File: src/ups_pkg.sv
package ups_pkg;

    localparam logic [7:0] LEAD_BYTE  = 8'hE2;
    localparam logic [7:0] MID_PUNCT  = 8'h80;
    localparam logic [7:0] MID_CURR   = 8'h82;
    localparam logic [7:0] MID_ARROW  = 8'h86;
    localparam logic [7:0] LAST_EURO  = 8'hAC;
    localparam logic [7:0] LAST_LEFT  = 8'h90;
    localparam logic [7:0] LAST_RIGHT = 8'h92;

    localparam logic [7:0] CH_DASH   = 8'h2D;
    localparam logic [7:0] CH_GRAVE  = 8'h60;
    localparam logic [7:0] CH_COMMA  = 8'h2C;
    localparam logic [7:0] CH_APOS   = 8'h27;
    localparam logic [7:0] CH_QUOTE  = 8'h22;
    localparam logic [7:0] CH_PLUS   = 8'h2B;
    localparam logic [7:0] CH_DOT    = 8'h2E;
    localparam logic [7:0] CH_LT     = 8'h3C;
    localparam logic [7:0] CH_GT     = 8'h3E;
    localparam logic [7:0] CH_BANG   = 8'h21;
    localparam logic [7:0] U8_C2     = 8'hC2;
    localparam logic [7:0] U8_C3     = 8'hC3;
    localparam logic [7:0] U8_ACUTE  = 8'hB4;
    localparam logic [7:0] U8_MIDDOT = 8'hB7;
    localparam logic [7:0] U8_TIMES  = 8'h97;
    localparam logic [7:0] U8_CURR   = 8'hA4;

    // Up to three output bytes; entry 0 goes out first.
    typedef struct packed {
        logic [1:0]      cnt;
        logic [2:0][7:0] bytes;
    } ups_rep_t;

    typedef struct packed {
        logic [1:0] held_count;
        logic [7:0] held_second;
    } ups_state_t;

    function automatic ups_rep_t rep1(input logic [7:0] a);
        ups_rep_t r;
        r.cnt   = 2'd1;
        r.bytes = {8'h00, 8'h00, a};
        return r;
    endfunction

    function automatic ups_rep_t rep2(input logic [7:0] a, input logic [7:0] b);
        ups_rep_t r;
        r.cnt   = 2'd2;
        r.bytes = {8'h00, b, a};
        return r;
    endfunction

    function automatic ups_rep_t rep3(input logic [7:0] a);
        ups_rep_t r;
        r.cnt   = 2'd3;
        r.bytes = {a, a, a};
        return r;
    endfunction

    // Replacement for LEAD_BYTE, mid, last; a count of zero means no match.
    function automatic ups_rep_t ups_lookup(input logic [7:0] mid, input logic [7:0] last);
        ups_rep_t r;
        r = '0;
        if (mid == MID_PUNCT)
        begin
            case (last) inside
                8'h90, 8'h91: r = rep1(CH_DASH);
                8'h92, 8'h93: r = rep2(CH_DASH, CH_DASH);
                8'h94, 8'h95: r = rep3(CH_DASH);
                8'h98:        r = rep1(CH_GRAVE);
                8'h9A:        r = rep1(CH_COMMA);
                8'h9B:        r = rep2(U8_C2, U8_ACUTE);
                8'h9C:        r = rep2(CH_APOS, CH_APOS);
                8'h9D, 8'h9F: r = rep1(CH_QUOTE);
                8'h9E:        r = rep2(CH_COMMA, CH_COMMA);
                8'hA0, 8'hA1: r = rep1(CH_PLUS);
                8'hA2, 8'hA7: r = rep2(U8_C2, U8_MIDDOT);
                8'hA5:        r = rep2(CH_DOT, CH_DOT);
                8'hA6:        r = rep3(CH_DOT);
                8'hB9:        r = rep1(CH_LT);
                8'hBA:        r = rep1(CH_GT);
                8'hBB:        r = rep2(U8_C3, U8_TIMES);
                8'hBC:        r = rep2(CH_BANG, CH_BANG);
                default:      r = '0;
            endcase
        end
        else if (mid == MID_CURR && last == LAST_EURO)
        begin
            r = rep2(U8_C2, U8_CURR);
        end
        else if (mid == MID_ARROW && last == LAST_LEFT)
        begin
            r = rep2(CH_LT, CH_DASH);
        end
        else if (mid == MID_ARROW && last == LAST_RIGHT)
        begin
            r = rep2(CH_DASH, CH_GT);
        end
        return r;
    endfunction

endpackage

File: src/ups_in_if.sv
interface ups_in_if;
    logic       valid;
    logic       ready;
    logic [7:0] in_byte;
    logic       stream_end;

    modport source (output valid, output in_byte, output stream_end, input ready);
    modport sink (input valid, input in_byte, input stream_end, output ready);
endinterface

File: src/ups_out_if.sv
interface ups_out_if;
    logic       valid;
    logic       ready;
    logic [7:0] out_byte;
    logic       run_last;
    logic       stream_done;

    modport source (output valid, output out_byte, output run_last, output stream_done,
                    input ready);
    modport sink (input valid, input out_byte, input run_last, input stream_done,
                  output ready);
endinterface

File: src/utf8_punctuation_substituter.sv
// Channel  Dir  Payload                            Handshake
// raw      in   in_byte[7:0], stream_end           valid/ready
// clean    out  out_byte[7:0], run_last, stream_done valid/ready
// cfg      in   cfg_wdata = replace_enable          cfg_we
//
// A byte is registered, decoded combinationally and its zero to three result bytes are
// loaded into the result register, which hands out one word per cycle while clean.ready
// is high. Throughput is one input byte per cycle while each byte yields at most one word
// and clean.ready stays high; a byte that yields several words holds the result register
// until its last word is taken. Reset sets replace_enable and drops any held prefix. A byte
// with no result moves on even while the result register is stalled.
module utf8_punctuation_substituter (
    input  logic      clk,
    input  logic      rst_n,
    ups_in_if.sink    raw,
    ups_out_if.source clean,
    input  logic      cfg_we,
    input  logic      cfg_wdata
);
    import ups_pkg::*;

    logic       replace_enable_reg;
    ups_state_t state_reg;
    ups_state_t state_next;

    logic       s1_valid_reg;
    logic [7:0] s1_byte_reg;
    logic       s1_end_reg;

    logic            res_valid_reg;
    logic [2:0][7:0] res_bytes_reg;
    logic [1:0]      res_cnt_reg;
    logic [1:0]      res_idx_reg;
    logic            res_end_reg;

    ups_rep_t rep;
    logic     run_last;
    logic     take;
    logic     res_free;
    logic     s1_fire;

    ups_step u_step (
        .replace_enable (replace_enable_reg),
        .state          (state_reg),
        .in_byte        (s1_byte_reg),
        .stream_end     (s1_end_reg),
        .state_next     (state_next),
        .rep            (rep)
    );

    assign run_last = (res_idx_reg == res_cnt_reg - 2'd1);
    assign take     = res_valid_reg && clean.ready;
    assign res_free = !res_valid_reg || (take && run_last);
    assign s1_fire  = s1_valid_reg && ((rep.cnt == 2'd0) || res_free);

    assign raw.ready         = !s1_valid_reg || s1_fire;
    assign clean.valid       = res_valid_reg;
    assign clean.out_byte    = res_bytes_reg[res_idx_reg];
    assign clean.run_last    = run_last;
    assign clean.stream_done = run_last && res_end_reg;

    always_ff @(posedge clk or negedge rst_n)
    begin
        if (!rst_n)
        begin
            replace_enable_reg <= 1'b1;
            state_reg          <= '0;
            s1_valid_reg       <= 1'b0;
            res_valid_reg      <= 1'b0;
            res_idx_reg        <= 2'd0;
            res_cnt_reg        <= 2'd0;
        end
        else
        begin
            if (cfg_we)
            begin
                replace_enable_reg <= cfg_wdata;
            end

            if (raw.valid && raw.ready)
            begin
                s1_valid_reg <= 1'b1;
            end
            else if (s1_fire)
            begin
                s1_valid_reg <= 1'b0;
            end

            if (s1_fire)
            begin
                state_reg <= state_next;
            end

            if (s1_fire && rep.cnt != 2'd0)
            begin
                res_valid_reg <= 1'b1;
                res_cnt_reg   <= rep.cnt;
                res_idx_reg   <= 2'd0;
            end
            else if (take && run_last)
            begin
                res_valid_reg <= 1'b0;
            end
            else if (take)
            begin
                res_idx_reg <= res_idx_reg + 2'd1;
            end
        end
    end

    always_ff @(posedge clk)
    begin
        if (raw.valid && raw.ready)
        begin
            s1_byte_reg <= raw.in_byte;
            s1_end_reg  <= raw.stream_end;
        end
        if (s1_fire && rep.cnt != 2'd0)
        begin
            res_bytes_reg <= rep.bytes;
            res_end_reg   <= s1_end_reg;
        end
    end

    // The word index never runs past the loaded count.
    a_idx_in_range: assert property (@(posedge clk) disable iff (!rst_n)
        res_valid_reg |-> (res_idx_reg < res_cnt_reg))
        else $error("result index beyond count");

    // Nothing stays held after the end of a stream.
    a_end_clears: assert property (@(posedge clk) disable iff (!rst_n)
        (s1_fire && s1_end_reg) |=> (state_reg.held_count == 2'd0))
        else $error("prefix held after stream end");

    // In bypass no prefix is kept.
    a_bypass_clears: assert property (@(posedge clk) disable iff (!rst_n)
        (s1_fire && !replace_enable_reg) |=> (state_reg.held_count == 2'd0))
        else $error("prefix held in bypass");

    // A stalled result keeps its word index.
    a_stall_holds: assert property (@(posedge clk) disable iff (!rst_n)
        (res_valid_reg && !clean.ready) |=> (res_valid_reg && $stable(res_idx_reg)))
        else $error("stalled result moved");
endmodule

File: src/ups_step.sv
module ups_step (
    input  logic                replace_enable,
    input  ups_pkg::ups_state_t state,
    input  logic [7:0]          in_byte,
    input  logic                stream_end,
    output ups_pkg::ups_state_t state_next,
    output ups_pkg::ups_rep_t   rep
);
    import ups_pkg::*;

    ups_rep_t   tbl;
    logic [1:0] hc;
    logic [7:0] hs;
    logic [1:0] n;
    logic [2:0][7:0] buf_b;
    logic       mismatch;

    assign tbl = ups_lookup(state.held_second, in_byte);

    always_comb
    begin
        hc       = state.held_count;
        hs       = state.held_second;
        n        = 2'd0;
        buf_b    = '0;
        mismatch = 1'b0;

        if (!replace_enable)
        begin
            mismatch = 1'b1;
        end
        else if (hc == 2'd0)
        begin
            mismatch = 1'b0;
        end
        else if (hc == 2'd1)
        begin
            if (in_byte == MID_PUNCT || in_byte == MID_CURR || in_byte == MID_ARROW)
            begin
                hc = 2'd2;
                hs = in_byte;
            end
            else
            begin
                mismatch = 1'b1;
            end
        end
        else if (tbl.cnt != 2'd0)
        begin
            hc    = 2'd0;
            hs    = 8'h00;
            n     = tbl.cnt;
            buf_b = tbl.bytes;
        end
        else
        begin
            mismatch = 1'b1;
        end

        // Held bytes go out unchanged, then the current byte is looked at afresh.
        if (mismatch)
        begin
            if (hc != 2'd0)
            begin
                buf_b[n] = LEAD_BYTE;
                n = n + 2'd1;
            end
            if (hc[1])
            begin
                buf_b[n] = hs;
                n = n + 2'd1;
            end
            hc = 2'd0;
            hs = 8'h00;
            if (replace_enable && in_byte == LEAD_BYTE)
            begin
                hc = 2'd1;
            end
            else
            begin
                buf_b[n] = in_byte;
                n = n + 2'd1;
            end
        end
        else if (state.held_count == 2'd0)
        begin
            if (in_byte == LEAD_BYTE)
            begin
                hc = 2'd1;
            end
            else
            begin
                buf_b[n] = in_byte;
                n = n + 2'd1;
            end
        end

        if (stream_end)
        begin
            if (hc != 2'd0)
            begin
                buf_b[n] = LEAD_BYTE;
                n = n + 2'd1;
            end
            if (hc[1])
            begin
                buf_b[n] = hs;
                n = n + 2'd1;
            end
            hc = 2'd0;
            hs = 8'h00;
        end

        state_next.held_count  = hc;
        state_next.held_second = hs;
        rep.cnt   = n;
        rep.bytes = buf_b;
    end
endmodule
File: src/flat_wrapper.sv
// flat-port wrapper written by rule: the top's interface ports become plain ports
module utf8_punctuation_substituter_flat import ups_pkg::*;
  (clk, rst_n, cfg_we, cfg_wdata, raw_valid, raw_in_byte, raw_stream_end, raw_ready, clean_valid, clean_out_byte, clean_run_last, clean_stream_done, clean_ready);
  ups_in_if raw_i ();
  ups_out_if clean_i ();
  input  logic clk;
  input  logic rst_n;
  input  logic cfg_we;
  input  logic cfg_wdata;
  input wire logic [$bits(raw_i.valid)-1:0] raw_valid;
  input wire logic [$bits(raw_i.in_byte)-1:0] raw_in_byte;
  input wire logic [$bits(raw_i.stream_end)-1:0] raw_stream_end;
  output wire logic [$bits(raw_i.ready)-1:0] raw_ready;
  output wire logic [$bits(clean_i.valid)-1:0] clean_valid;
  output wire logic [$bits(clean_i.out_byte)-1:0] clean_out_byte;
  output wire logic [$bits(clean_i.run_last)-1:0] clean_run_last;
  output wire logic [$bits(clean_i.stream_done)-1:0] clean_stream_done;
  input wire logic [$bits(clean_i.ready)-1:0] clean_ready;
  assign raw_i.valid = raw_valid;
  assign raw_i.in_byte = raw_in_byte;
  assign raw_i.stream_end = raw_stream_end;
  assign raw_ready = raw_i.ready;
  assign clean_valid = clean_i.valid;
  assign clean_out_byte = clean_i.out_byte;
  assign clean_run_last = clean_i.run_last;
  assign clean_stream_done = clean_i.stream_done;
  assign clean_i.ready = clean_ready;
  utf8_punctuation_substituter u_core (.clk(clk), .rst_n(rst_n), .raw(raw_i), .clean(clean_i), .cfg_we(cfg_we), .cfg_wdata(cfg_wdata));
endmodule
File: config.mk
export PLATFORM = sky130hd
export DESIGN_NAME = utf8_punctuation_substituter_flat
export DESIGN_NICKNAME = d
export VERILOG_FILES = /design/src/ups_pkg.sv /design/src/ups_in_if.sv /design/src/ups_out_if.sv /design/src/utf8_punctuation_substituter.sv /design/src/ups_step.sv /design/src/flat_wrapper.sv
export SDC_FILE = /design/constraint.sdc
export NUM_CORES = 1
export LEC_CHECK = 0
export BUFFER_PORTS_ARGS = -buffer_cell sky130_fd_sc_hd__buf_2
export CAP_MARGIN = 0
export CORE_UTILIZATION = 45
export CTS_CLUSTER_SIZE = 25
export DETAILED_ROUTE_END_ITERATION = 7
export SYNTH_ARGS = -nofsm -noshare
export SYNTH_HDL_FRONTEND = slang
export SYNTH_SLANG_ARGS = --single-unit
export TNS_END_PERCENT = 50
File: constraint.sdc
create_clock -name clk -period 13.8 [get_ports clk]
set_clock_uncertainty 0.15 [all_clocks]
set_input_delay 0.69 -clock clk [delete_from_list [all_inputs] [get_ports clk]]
set_output_delay 0.69 -clock clk [all_outputs]
set_load 0.005 [all_outputs]
* Word-level counts from Yosys, hierarchy flattened
Cells that the tools add are included.
** Storage, ports and cells
- Register bits :: 51
- Input bits :: 15
- Word-level logic and storage cells :: 207
** Cells by class
- $add $sub $neg :: 7
- Order comparisons :: 11
- Equal/unequal tests :: 34
- Mux-type cells :: 98
- Bitwise operators :: 6
- Reduce and logical (&&, ||, !) cells :: 38
** Operators by type and width (count)
- $mux 26 :: 21
- $mux 24 :: 16
- $eq 8x8->1 const B :: 31
- $mux 8 :: 13
- $bwmux 24 :: 4
- $demux 8 s2 :: 5
- $mux 2 :: 28
- $and 12x12->12 :: 2
- $not 12->12 :: 2
- $or 12x12->12 :: 2
- $lt 2x3->1 const B :: 6
- $bmux 8 s2 :: 1
- $logic_and 1x1->1 :: 15
- $reduce_bool 2->1 :: 7
- $add 2x1->2 const B :: 6
- $reduce_or 2->1 :: 6
- $ge 2x1->1 const B :: 5
- $mux 1 :: 10
- $logic_or 1x1->1 :: 5
- $logic_not 2->1 :: 2
- $eq 2x1->1 const B :: 1
- $eq 2x2->1 :: 1
- $logic_not 1->1 :: 2
- $ne 2x1->1 const B :: 1
- other kinds (2) :: 2

* Depth between registers and ports, before layout
- Depth after elaboration :: 45
- Depth in mapped cells :: 28
- Depth with buffers taken out :: 26

* Hierarchy
Synthesis repeated with hierarchy kept, for this count alone.
** Second synthesis, totals
- Cells, all modules :: 565
- Area, all modules :: 4793.3 µm²
** By module, submodules not included
- ups_step :: times used 1, cells an instance 438, area an instance 2796.4 µm², sequential area each 0.0 µm²
- utf8_punctuation_substituter :: times used 1, cells an instance 127, area an instance 1996.9 µm², sequential area each 1447.6 µm²

* Worst setup path after synthesis
No wires, ideal clock.
- Path type :: flip-flop to flip-flop
- From :: reg u_core.s1_byte_reg[5]
- To :: reg u_core.res_bytes_reg[0] in the netlist's numbering (enable)
- Library setup time :: 0.384 ns
- Arrival :: 5.454 ns
- Required time :: 13.266 ns
- Slack :: 7.812 ns
- Cell stages (with the launch flop) :: 28
- Buffers on the path :: 3
- Period minus slack after synthesis :: 5.988 ns
- Cell sequence :: edfxtp_1 -> buf_2 -> or3_1 -> o31a_1 -> o221ai_1 -> and3_1 -> clkbuf_1 -> inv_1 -> ha_1 -> nand2_1 -> nand2_1 -> ha_1 -> o21ai_1 -> o31a_1 -> ha_1 -> nand2b_1 -> mux2i_1 -> a31oi_4 -> inv_1 -> ha_1 -> a21oi_1 -> ha_1 -> nand2_1 -> o2111ai_1 -> o21ai_2 -> or2_1 -> buf_2 -> and2_1
** On the way
- Word-level cells in the longest chain between the ends :: 43
- Elaborated cells on any way between the ends :: 104
** RTL lines
- from (decl) :: RTL line utf8_punctuation_substituter.sv:27 : logic [7:0] s1_byte_reg;
- from (signal assigned) :: RTL line utf8_punctuation_substituter.sv:115 : s1_byte_reg <= raw.in_byte;
- $eq 8x8->1 :: RTL line ups_step.sv:18 : assign tbl = ups_lookup(state.held_second, in_byte);
- $mux 26 (17 in series) :: RTL line ups_pkg.sv:66 : case (last) inside
- $mux 26 :: RTL line ups_pkg.sv:64 : if (mid == MID_PUNCT)
- $reduce_bool 2->1 :: RTL line ups_step.sv:48 : else if (tbl.cnt != 2'd0)
- $mux 2 :: RTL line ups_step.sv:48
- $mux 2 :: RTL line ups_step.sv:36 : else if (hc == 2'd1)
- $mux 2 :: RTL line ups_step.sv:32 : else if (hc == 2'd0)
- $mux 2 :: RTL line ups_step.sv:28 : if (!replace_enable)
- [... 11 more ...]
- $mux 2 :: RTL line ups_step.sv:98 : if (stream_end)
- $add 2x1->2 :: RTL line ups_step.sv:108 : n = n + 2'd1;
- $mux 2 :: RTL line ups_step.sv:105 : if (hc[1])
- $mux 2 (*) :: RTL line ups_step.sv:98
- $logic_not 2->1 :: RTL line utf8_punctuation_substituter.sv:54 : assign s1_fire = s1_valid_reg && ((rep.cnt == 2'd0) || res_free);
- $logic_or 1x1->1 :: RTL line utf8_punctuation_substituter.sv:54
- $logic_and 1x1->1 :: RTL line utf8_punctuation_substituter.sv:54
- $logic_and 1x1->1 (*) :: RTL line utf8_punctuation_substituter.sv:118 : if (s1_fire && rep.cnt != 2'd0)
- to (signal assigned) :: RTL line utf8_punctuation_substituter.sv:120 : res_bytes_reg <= rep.bytes;
- to (decl) :: RTL line utf8_punctuation_substituter.sv:31 : logic [2:0][7:0] res_bytes_reg;
Every way passes the cells marked *; elsewhere a longest branch is shown, timed or not. The select of a mux whose other input is x is not followed.
A chain may end at the register's enable or synchronous reset.

* Worst setup path after layout
- From :: reg u_core.s1_byte_reg[1]
- To :: reg u_core.res_bytes_reg[8] in the netlist's numbering (enable)
The elaborated chain is that of the path after synthesis.

==> summary by stage <==
Status
The run finished with clean final reports.

Clock tree
The number of clock buffers added by TritonCTS is 5. Post-CTS repair changed the size of 0 cells. The number of levels the H-tree was split into is 2. The clock latency reported for the late side of the worst-skew pair is around 0.31 ns. The root buffer cell chosen for the clock tree is sky130_fd_sc_hd__clkbuf_8. The setup fix buffers added after clock tree synthesis is 0. The longest clock path from root to sink contains 2 buffers. The hold buffer count at cts is 0. TritonCTS built the clock tree. The clock-pin transition on the worst setup and hold timing paths is around 0.1 ns. The tree built by TritonCTS fans out to 51 sinks.

Drt
The mean number of vias per cell is 6.356. The number of antenna-violating nets in the routed design is 0. The number of DRC violations after detailed-routing iteration 0 is approximately 420. The final layout contains routed wiring with a total length of 13,630 um. For this run, design rule violations remaining after detail routing come to 0. The length of the first detailed-routing pass in iterations is 5. The routed length per instance is approximately 20 um. The total via count after detailed routing is between 4,000 and 5,000.

Die
The die is 102.1 um tall. The initialized floorplan defines 36 standard-cell rows. The horizontal die dimension is about 100 um. The total area inside the core boundary comes to between 9000 and 10,000 um2. The I/O pin count is 27. The floorplan die area is approximately 10,000 um2. For this configuration, the core starts out at a cell density of between 40% and 50%.

STA
The period utilization is a little over half. The actual slew at the worst max-slew pin is between 1 and 1.5 ns. The count of endpoints failing hold in the final timing report is 0. The max-slew violation count is 0. The post-route minimum period is approximately 7.3 ns. The achievable frequency is 136.4 MHz. The worst max-slew margin expressed relative to the limit is a little under 30%.

The final total negative setup slack is 0 ns. Setup repair after global routing left no endpoint under its margin. Across all setup checks in the final design, the least slack found is approximately 6.5 ns.

Setup violations remaining at the end of the flow were counted as 0.

Logic synthesis
The post-synthesis area per instance is just over 8 um2. After synthesis, the most frequently instantiated cells are sky130_fd_sc_hd__nand2_1 (71), sky130_fd_sc_hd__nor2_1 (45), sky130_fd_sc_hd__o21ai_0 (43). The cell count after synthesis is 558. The net count after synthesis is between 500 and 600. The primary flip-flop cell chosen by synthesis mapping is sky130_fd_sc_hd__edfxtp_1. In the post-synthesis netlist, the biggest area contributors are sky130_fd_sc_hd__edfxtp_1 (23%), sky130_fd_sc_hd__dfrtp_1 (8.9%), sky130_fd_sc_hd__nand2_1 (5.9%). The number of flops mapped to enable cells by yosys is 34. The share of synthesized flip-flops with an asynchronous set or reset is approximately 33%. Summed over all instances, the cell type with the most area after synthesis is sky130_fd_sc_hd__edfxtp_1. The count of yosys warnings during synthesis is 0. After synthesis, flip-flops and latches occupy 32.13% of the total area. The top-area cell type share of the netlist area is between 20% and 30%. The leading cell type by number of instances after synthesis is sky130_fd_sc_hd__nand2_1.

Synthesis inferred about 50 register bits. Counting distinct cell types in the post-synthesis netlist gives just under 80. After synthesis the cells add up to about 4500 um2.

GRT
Entering global routing, the biggest net connects 33 pins. The wire length of the first global-routing pass is approximately 22,000 um. The number of global-route vias before repair is between 3,000 and 4,000. The overall global routing resource usage is 27.21%. The number of antenna violations at the first check in global routing is 0. For this run the aggregate overflow at the end of global routing stands at 0.

Placed design
The worst setup slack after placement is 6.559 ns. Routability-driven placement finished with a final weighted congestion of 0.9730. In this run the tool buffered the top-level ports with 26 buffer cells. In this run the cell area measured after placement is 4653 um2. After legalization and detailed placement, the total HPWL measured 10,590 um.

Worst setup path
The worst setup path is captured at a register. The data arrival at the endpoint of the critical path is 7.12 ns. The biggest fanout along the worst timing path is 32. STA classifies the critical path startpoint as a register. The number of buffers and inverters on the critical path is 1. The critical path data required time is 13.58 ns. Walking the worst path, the cells encountered are xnor2_1 -> o31a_1 -> o221ai_1 -> o21ai_2 -> nand3_1 -> nand3_1 -> nor2_1 -> ha_1 -> o21ai_1 -> o31a_1 -> ha_1 -> nand2b_1 -> mux2i_1 -> a31oi_4 -> inv_1 -> ha_1 -> a21oi_1 -> ha_1 -> nand2_1 -> o2111ai_1 -> o21ai_2 -> or2_1 -> and2_1. The cell with the largest stage delay on the worst path is sky130_fd_sc_hd__edfxtp_1. The type of the worst setup path is reg2reg. The cell type with the highest occurrence count on the critical path is sky130_fd_sc_hd__ha_1.

The dominant delay contributor by cell family on the critical path is simple AND/OR/NAND/NOR gates. The highest cell delay on the worst timing path is between 1 and 1.5 ns. For flop-to-flop paths, the worst setup slack is ~6.5 ns.

Layout
The final layout contains a little under 600 nets. The fraction of final layout cells sized beyond drive strength 1 is a little under a tenth. The flip-flop count of the largest register after layout is 24. The repair_antennas step left the layout with diodes totalling 0. Relative to the synthesized area, the layout overhead comes to 5.082%.

After routing the design area is around 4700 um2.

Pwr
The design draws ~0.00057 W. The power per unit of standard cell area is around 120 nW/um2. The worst IR drop on VDD is 0.00007737 V. The leakage power figure is around 1.8 nW.

Min path
The type of the most critical hold path is in2async.

Flow run
The number of maximum-capacitance constraint violations is 0.
==> routing by layer <==
metal  part of all wire, %  GRT usage, %  vias up  wire, um
met1                    44         36.95     2039      6016
li1                      -             -     2079         -
met2                    45         43.42      232      6115
met4                   3.2         10.00        0       443
met5                     0             0        -         0
met3                   7.8         4.788       42      1058
==> layout make-up <==
cell class | count | area, um2
Sequential cell | 51 | 1448
Fill cell | 1013 | 4995
Timing Repair Buffer | 26 | 130.1
Inverter | 27 | 101.3
Tap cell | 133 | 166.4
Clock buffer | 7 | 76.32
Multi-Input combinational cell | 446 | 2808
Clock inverter | 1 | 5.005
==> cells by family (layout without fill, tap and decap cells) <==
kind of cell | count (synthesis) | count (layout) | synth area share (%)
simple gates | 218 | 218 | 24.55
flops | 51 | 51 | 32.13
fa+ha+maj | 15 | 15 | 4.166
buf+inv | 61 | 61 | 5.554
mux | 13 | 13 | 2.944
compound gates | 192 | 192 | 29.10
xor+xnor | 8 | 8 | 1.555
==> worst paths after layout <==
kind,startpoint,end,cells after the start
max reg2reg,u_core.s1_byte_reg[1],u_core.res_bytes_reg[8],23
max in group asynchronous,rst_n,u_core.replace_enable_reg,1
min in group clk,cfg_we,u_core.replace_enable_reg,2
max,u_core.s1_byte_reg[1],u_core.res_bytes_reg[8],23
min,rst_n,u_core.clean.valid,1
min reg2reg,u_core.res_cnt_reg[0],u_core.res_cnt_reg[0],1
==> worst register-to-register path: cells and delay by family (launching register included) <==
family                   cells  cell delay [ns]
XOR/XNOR                     1             0.21
adder cells (fa/ha/maj)      4             1.05
AO/OA/AOI/OAI                9             1.94
AND/OR/NAND/NOR              7             2.13
flip-flops                   1             1.04
multiplexers                 1             0.34
buffers and inverters        1             0.09
==> report_power, final <==
part	internal [W]	switching, W	total [W]	leakage (nW)
Clock	0.0000357	0.0000492	0.0000850	0.0422
Combinational	0.0000825	0.000117	0.000199	1.22
Sequential	0.000223	0.0000640	0.000287	0.537
==> cell usage in the layout, fill, tap and decap left out, types with 6 or more instances in the layout <==
cell                       Yosys  final
sky130_fd_sc_hd__nand2_1      71     71
sky130_fd_sc_hd__o21a_1        7      7
sky130_fd_sc_hd__o21ai_1       6      6
sky130_fd_sc_hd__buf_2        11     26
sky130_fd_sc_hd__a31oi_1      13     13
sky130_fd_sc_hd__nand3_1      28     28
sky130_fd_sc_hd__nor2b_1       6      6
sky130_fd_sc_hd__a21oi_1      40     40
sky130_fd_sc_hd__mux2i_1      11     11
sky130_fd_sc_hd__nor2_1       45     45
sky130_fd_sc_hd__nand4_1       8      8
sky130_fd_sc_hd__o22ai_1       6      6
sky130_fd_sc_hd__a21boi_0      8      8
sky130_fd_sc_hd__edfxtp_1     34     34
sky130_fd_sc_hd__a211oi_1     11     11
sky130_fd_sc_hd__o21ai_0      43     43
sky130_fd_sc_hd__and2_1       10     10
sky130_fd_sc_hd__ha_1         15     15
sky130_fd_sc_hd__inv_1        27     27
sky130_fd_sc_hd__dfrtp_1      16     16
sky130_fd_sc_hd__nor3_1        8      8
==> metrics by stage <==
step | util, % | hold slack [ns] | cells
2_1_floorplan | - | 0.2444 | 558
3_3_place_gp | 47.83 | 0.3636 | 683
3_5_place_dp | 47.83 | 0.3646 | 683
4_1_cts | 48.66 | 0.1426 | 691
5_1_grt | 48.66 | 0.1606 | 691
6_report | 48.66 | 0.1279 | 691
No activity file was read; power rests on OpenSTA's default activity.
